===== src/rtl/vector3_arithmetic_unit_defines.svh =====
// ----------------------------------------------------------------------------
// Assertion macros for the vector arithmetic unit
// Clocked on clk; the same-cycle implication form is disabled while rst is high.
// ----------------------------------------------------------------------------
`ifndef VECTOR3_ARITHMETIC_UNIT_DEFINES_SVH
`define VECTOR3_ARITHMETIC_UNIT_DEFINES_SVH

// same-cycle implication, off during reset
`define V3AU_ASSERT_IMP(lbl, ante, cons) \
  lbl: assert property (@(posedge clk) disable iff (rst) (ante) |-> (cons)) \
    else $error("vector unit check failed");

// next-cycle implication, live during reset
`define V3AU_ASSERT_NXT(lbl, ante, cons) \
  lbl: assert property (@(posedge clk) (ante) |=> (cons)) \
    else $error("vector unit check failed");

`endif


===== src/rtl/v3au_pkg.sv =====
// ----------------------------------------------------------------------------
// v3au_pkg
// Widths, codes, pipeline records and saturation helper of the vector unit.
// ----------------------------------------------------------------------------
package v3au_pkg;

  localparam int W      = 32;            // component width
  localparam int FRAC   = 16;            // fraction bits
  localparam int OPW    = W + 2;         // multiplier operand width
  localparam int PW     = 2 * OPW;       // product width
  localparam int SAT_W  = PW + 2;        // room for a sum of three products
  localparam int NUM_W  = W + FRAC;      // dividend magnitude width
  localparam int DEN_W  = W + 1;         // divisor magnitude width
  localparam int ROOT_W = W + 1;         // square root width
  localparam int RAD_W  = 2 * ROOT_W;    // radicand width
  localparam int REM_W  = ROOT_W + 4;    // square root remainder width

  localparam logic [W-1:0] SMAX = {1'b0, {(W-1){1'b1}}};
  localparam logic [W-1:0] SMIN = {1'b1, {(W-1){1'b0}}};

  localparam logic [1:0] REG_ACTIVE_DIMS = 2'd0;
  localparam logic [1:0] REG_ZERO_TOL    = 2'd1;

  typedef enum logic [3:0] {
    F_ADD     = 4'd0,
    F_SUB     = 4'd1,
    F_SCALE   = 4'd2,
    F_DIV     = 4'd3,
    F_NEG     = 4'd4,
    F_DOT     = 4'd5,
    F_CROSS   = 4'd6,
    F_LENGTH  = 4'd7,
    F_DIST    = 4'd8,
    F_NORM    = 4'd9,
    F_IS_ZERO = 4'd10,
    F_EQUAL   = 4'd11
  } func_t;

  typedef enum logic [1:0] {
    ST_OK    = 2'd0,
    ST_DIVZ  = 2'd1,
    ST_CROSS = 2'd2,
    ST_SAT   = 2'd3
  } status_t;

  typedef struct packed {
    logic signed [PW-1:0] p1;
    logic signed [PW-1:0] p2;
    logic [W-1:0]         simple;
    logic                 simple_sat;
    logic                 near_zero;
    logic                 same;
    logic                 a_neg;
    logic [NUM_W-1:0]     num;
  } lane_t;

  typedef struct packed {
    func_t                  func;
    status_t                status;
    logic                   satf;
    logic                   truth;
    logic [2:0][W-1:0]      r;
    logic [W-1:0]           sc;
    logic [2:0]             neg;
    logic [2:0][NUM_W-1:0]  num;
    logic [DEN_W-1:0]       den;
  } carry_t;

  // clamp to the signed component range; bit W is the clamp flag
  function automatic logic [W:0] sat_w(input logic signed [SAT_W-1:0] v);
    logic signed [SAT_W-1:0] hi;
    logic signed [SAT_W-1:0] lo;
    hi = {{(SAT_W-W+1){1'b0}}, {(W-1){1'b1}}};
    lo = ~hi;
    if (v > hi) return {1'b1, SMAX};
    else if (v < lo) return {1'b1, SMIN};
    else return {1'b0, v[W-1:0]};
  endfunction

endpackage


===== src/rtl/v3au_merge.sv =====
// ----------------------------------------------------------------------------
// v3au_merge
// Combine the lanes: sums, cross differences, tests and divider setup.
// ----------------------------------------------------------------------------
module v3au_merge import v3au_pkg::*; (
  input  logic                clk,
  input  logic                en,
  input  lane_t [2:0]         ln,
  input  func_t               func,
  input  logic signed [W-1:0] s,
  input  logic                cross_ok,
  output carry_t              q,
  output logic [RAD_W-1:0]    rad
);

  carry_t                  c;
  logic signed [SAT_W-1:0] sum;
  logic [W:0]              dot_r;
  logic [2:0][W:0]         sc_r;
  logic [2:0][W:0]         cr_r;
  logic [DEN_W-1:0]        sx;

  always_comb begin
    sum = SAT_W'($signed(ln[0].p1)) + SAT_W'($signed(ln[1].p1))
        + SAT_W'($signed(ln[2].p1));
    dot_r = sat_w(sum >>> FRAC);
    for (int i = 0; i < 3; i++) begin
      sc_r[i] = sat_w(SAT_W'($signed(ln[i].p1)) >>> FRAC);
      cr_r[i] = sat_w((SAT_W'($signed(ln[i].p1)) - SAT_W'($signed(ln[i].p2))) >>> FRAC);
    end
    sx       = {s[W-1], s};
    c        = '0;
    c.func   = func;
    c.status = ST_OK;
    for (int i = 0; i < 3; i++) c.num[i] = ln[i].num;
    case (func)
      F_ADD, F_SUB, F_NEG: begin
        for (int i = 0; i < 3; i++) c.r[i] = ln[i].simple;
        c.satf = ln[0].simple_sat | ln[1].simple_sat | ln[2].simple_sat;
      end
      F_SCALE: begin
        for (int i = 0; i < 3; i++) c.r[i] = sc_r[i][W-1:0];
        c.satf = sc_r[0][W] | sc_r[1][W] | sc_r[2][W];
      end
      F_DIV: begin
        if (s == '0) c.status = ST_DIVZ;
        c.den = s[W-1] ? (DEN_W'(0) - sx) : sx;
        for (int i = 0; i < 3; i++) c.neg[i] = ln[i].a_neg ^ s[W-1];
      end
      F_DOT: begin
        c.sc   = dot_r[W-1:0];
        c.satf = dot_r[W];
      end
      F_CROSS: begin
        if (!cross_ok) begin
          c.status = ST_CROSS;
        end else begin
          for (int i = 0; i < 3; i++) c.r[i] = cr_r[i][W-1:0];
          c.satf = cr_r[0][W] | cr_r[1][W] | cr_r[2][W];
        end
      end
      F_NORM: begin
        for (int i = 0; i < 3; i++) c.neg[i] = ln[i].a_neg;
      end
      F_IS_ZERO: c.truth = ln[0].near_zero & ln[1].near_zero & ln[2].near_zero;
      F_EQUAL:   c.truth = ln[0].same & ln[1].same & ln[2].same;
      default: ;
    endcase
  end

  always_ff @(posedge clk) begin
    if (en) begin
      q   <= c;
      // squares are never negative, so the low bits are the whole sum
      rad <= sum[RAD_W-1:0];
    end
  end

endmodule


===== config.mk =====
export PLATFORM = sky130hd
export DESIGN_NAME = v3au_merge
export DESIGN_NICKNAME = d
export VERILOG_FILES = /design/src/rtl/vector3_arithmetic_unit_defines.svh /design/src/rtl/v3au_pkg.sv /design/src/rtl/v3au_merge.sv
export SDC_FILE = /design/constraint.sdc
export NUM_CORES = 1
export LEC_CHECK = 0
export BUFFER_PORTS_ARGS = -buffer_cell sky130_fd_sc_hd__buf_4
export CORE_AREA = 10 10 415 417
export CTS_BUF_LIST = sky130_fd_sc_hd__clkbuf_2
export DETAILED_ROUTE_END_ITERATION = 10
export DIE_AREA = 0 0 425 427
export MAX_ROUTING_LAYER = met4
export PLACE_DENSITY = 0.42
export SLEW_MARGIN = 20
export SYNTH_ARGS = -nofsm -noshare
export SYNTH_HDL_FRONTEND = slang
export SYNTH_SLANG_ARGS = --single-unit
export TNS_END_PERCENT = 10

===== constraint.sdc =====
create_clock -name clk -period 5.9 [get_ports clk]
set_input_delay 0.295 -clock clk [delete_from_list [all_inputs] [get_ports clk]]
set_output_delay 0.295 -clock clk [all_outputs]
set_load 0.03 [all_outputs]

==> out/metrics.csv <==
stage,metric,value,unit
clock_tree,TritonCTS Sinks,382,
yosys,main combinational cell family by area after synthesis,compound AO/OA/AOI/OAI gates,
die,I/O pins,1081,
setup_path,Worst path max stage delay,0.64,ns
setup_path,maximum fanout along the worst path,16,
placement,IO buf count,1080,
clock_tree,root buffer cell,clkbuf_2,
timing,worst slew pin tran,1.12,ns
layout,"commonest non-fill, non-tap cell in the layout",buf_4,
timing,worst setup margin,-0.00298,ns
layout,FF/Latch Area,0.0115,sq mm
yosys,syn avg cell area,8.78,sq um
setup_path,CP cell instances,"dlygate4sd3_1, buf_4, ha_1, nand3_1, nor3_1, o31a_1, a211oi_1, a31oi_2, buf_4, a311oi_2, buf_4, o41ai_2, a221oi_1, xor2_1, or4_1, nor4b_1, buf_4, or2_2, buf_12, a21boi_0, o221ai_1, dlygate4sd3_1, buf_4, dlygate4sd3_1",
global_routing,Overall Global Routing Usage,0.271,
timing,Slew HR,0.249,
yosys,cell count after synthesis,3886,
yosys,ys flop type,edfxtp_1,
placement,dpl hpwl,207000,um
min_path,WHS Endpoint,q[277]$_DFFE_PP_,
yosys,largest cells by area after synthesis,"edfxtp_1 34%, ha_1 9.9%, a21oi_1 6.2%",
timing,final slew viol count,0,
die,Initial Utilization,0.208,
placement,post-placement worst setup slack,-0.302,ns
yosys,"area leader, netlist",edfxtp_1,
setup_path,critical path arrival,7.10,ns
detailed_routing,Post-DRT Antenna Nets,0,
die,Placeable Area,0.164,sq mm
pwr,Tot Pwr,13.0,mW
timing,final setup vio count,1,
layout,area grow syn2layout,76.1,%
layout,nets,7426,
detailed_routing,total number of vias,43100,
layout,final instance area,0.0601,sq mm
setup_path,Crit-path slowest cell,o41ai_2,
die,chip width,425,um
min_path,hold path start,ln[541],
setup_path,CP endpoint kind,register,
placement,Routability Congestion,0.998,
yosys,synth unique cells,91,
detailed_routing,1st-pass router iterations,6,
clock_tree,CTS tree,yes,
layout,area taken by multi-input logic gates,0.0212,sq mm
status,failing checks,setup timing,
setup_path,crit path kind,input pin to register,
yosys,Post-synth EDFFs,382,
layout,Final Util,0.366,
global_routing,vias in the first global route,44000,
yosys,Synth Area in Adders,0.139,
die,die area,0.181,sq mm
layout,fillers,16900,
yosys,xor/xnor share of the synthesized area,0.0608,
global_routing,"Remaining Overflow, GRT",0,
detailed_routing,Vias/cell,4.96,
die,die span in y,427,um
layout,"non-filler cells, final",8689,
setup_path,Worst setup SP type,input pin,
timing,final period utilization,1.00,
yosys,post-synthesis register bit count,382,
global_routing,largest net degree at the start of global routing,114,
placement,Post-DP Area,0.0465,sq mm
detailed_routing,drt total wl,253000,um
timing,final hold violation count,0,
yosys,sequential fraction of the synthesis area,0.336,
yosys,Post-Synth Simple-Gate Area,0.170,
detailed_routing,Routed WL per cell,29.1,um
detailed_routing,Iteration-0 DRC Markers,3313,
timing,Peak Freq,169,MHz
pwr,maximum vdd drop,136,uV
status,status,"complete, but fails checks",
global_routing,initial antenna violation count,59,
pwr,P per Cell Area,216,mW/mm^2
yosys,YS warnings,0,
clock_tree,Worst-path clk slew,0.11,ns
clock_tree,maximum clock insertion buffer count,3,
yosys,syn nets,4924,
setup_path,CP Data Required Time,7.10,ns
yosys,post-synth top area share,0.336,
timing,Final min period,5.90,ns
placement,placed insts,7235,
timing,RSZ-0062 raised after global routing,yes,
yosys,async set-reset flop share out of synthesis,0,
min_path,worst min-delay path class,input pin to register,
yosys,mux contribution to synthesized area,0.00180,
detailed_routing,DRC,0,
clock_tree,CTS H-tree depth,3,
layout,share of layout cells above drive strength 1,0.247,
die,row cnt,149,
clock_tree,cts bufs inserted,108,
min_path,number of cells on the worst hold path,7,
pwr,P_leak,26.0,nW
job,max-cap viol count,0,
global_routing,first-pass GRT wire length,342000,um
yosys,Synth Cell Area,0.0341,sq mm
setup_path,CP most frequent cell,buf_4,
layout,most frequent cells in the layout,"1326 x buf_4, 1225 x dlygate4sd3_1, 415 x a21oi_1, 398 x nand2_1, 382 x edfxtp_1",
yosys,Synth Area in Compound Gates,0.241,
==> cells in the mapped netlist, types with 8 or more instances <==
cell type	count
a21oi_1	420
nand2_1	400
edfxtp_1	382
inv_1	276
ha_1	270
o21ai_0	256
nor2_1	229
clkbuf_1	157
xnor2_1	123
nand4_1	115
xor2_1	114
nand3_1	99
nor3_1	75
a21o_1	74
fa_1	69
o221ai_1	68
a21boi_0	42
nor4_1	42
nand2b_1	40
o21bai_1	40
o211ai_1	39
a211oi_1	37
a221o_1	36
a31oi_1	36
and3_1	36
o21a_1	32
a21boi_1	30
nor2b_1	30
and2_1	27
or3_1	25
o31ai_1	18
o41ai_1	16
or2_2	14
or4_1	14
buf_2	13
a221oi_1	10
a2111oi_0	9
a211o_1	9
nor3b_1	9
a22oi_1	8
o22ai_1	8
==> power breakdown <==
part,total [mW],switching (mW),internal [mW]
Combinational,7.33,4.24,3.09
Clock,2.14,1.37,0.765
Sequential,3.54,0.143,3.40
==> metrics by stage <==
stage	setup TNS, ns	hold WS [ns]
finish	-0.00298	0.306
global route	-0.0290	0.134
CTS	0	0.00159
detailed placement	-10.19	0.474
global placement	-20.84	0.474
floorplan	0	0.394
==> worst max-delay path by stage <==
stage | startpoint | to | slack (ns) | depth (start not counted)
5_1_grt | ln[593] | q[309]$_DFFE_PP_ | -0.03 | 24
3_3_place_gp | ln[337] | q[258]$_DFFE_PP_ | -0.51 | 21
4_1_cts | ln[373] | q[249]$_DFFE_PP_ | 0.01 | 24
3_5_place_dp | ln[196] | q[180]$_SDFFCE_PN0P_ | -0.30 | 21
2_1_floorplan | ln[153] | q[200]$_SDFFCE_PN0P_ | 1.06 | 19
6_report | ln[386] | q[249]$_DFFE_PP_ | -0.003 | 24
==> worst max-delay path: cells and delay by family <==
family | cells | cell delay (ns)
compound gates | 8 | 2.05
xor+xnor | 1 | 0.20
fa+ha+maj | 1 | 0.36
buf+inv | 9 | 2.77
simple gates | 5 | 1.38
==> flip-flops by register name, indices dropped and copies added (netlist names) <==
name,cells
q,316
rad,66
==> metal layers <==
layer | vias to the layer above | GRT usage | wire (um)
li1 | 19600 | - | -
met1 | 21100 | 0.292 | 94700
met2 | 1893 | 0.467 | 126000
met3 | 517 | 0.0428 | 14200
met4 | 0 | 0.166 | 18300
met5 | - | - | 0
==> what timing repair did <==
| item | CTS | global route |
|---|---|---|
| gates resized for setup | 0 | 41 |
| hold buffers | 1229 | 0 |
| endpoints found under the hold margin | 763 | 0 |
| setup endpoints to repair | 0 | 28 |
| setup buffers | 0 | 2 |
==> kinds of logic (layout without fill, tap and decap cells) <==
group	Yosys count	after routing
flops	382	382
compound gates	1273	1273
simple gates	1191	1191
fa+ha+maj	339	339
xor+xnor	237	237
buf+inv	457	3033
mux	6	6
other cells	1	39
==> final cells by class <==
cell class                      instances  share of cell area
Tap cell                             2189              0.0456
Clock buffer                          164              0.0137
Clock inverter                         20             0.00231
Inverter                              276              0.0172
Antenna cell                           38             0.00158
Sequential cell                       382               0.191
Multi-Input combinational cell       3047               0.352
Timing Repair Buffer                 2573               0.377
Power figures use the tool's default switching activity.
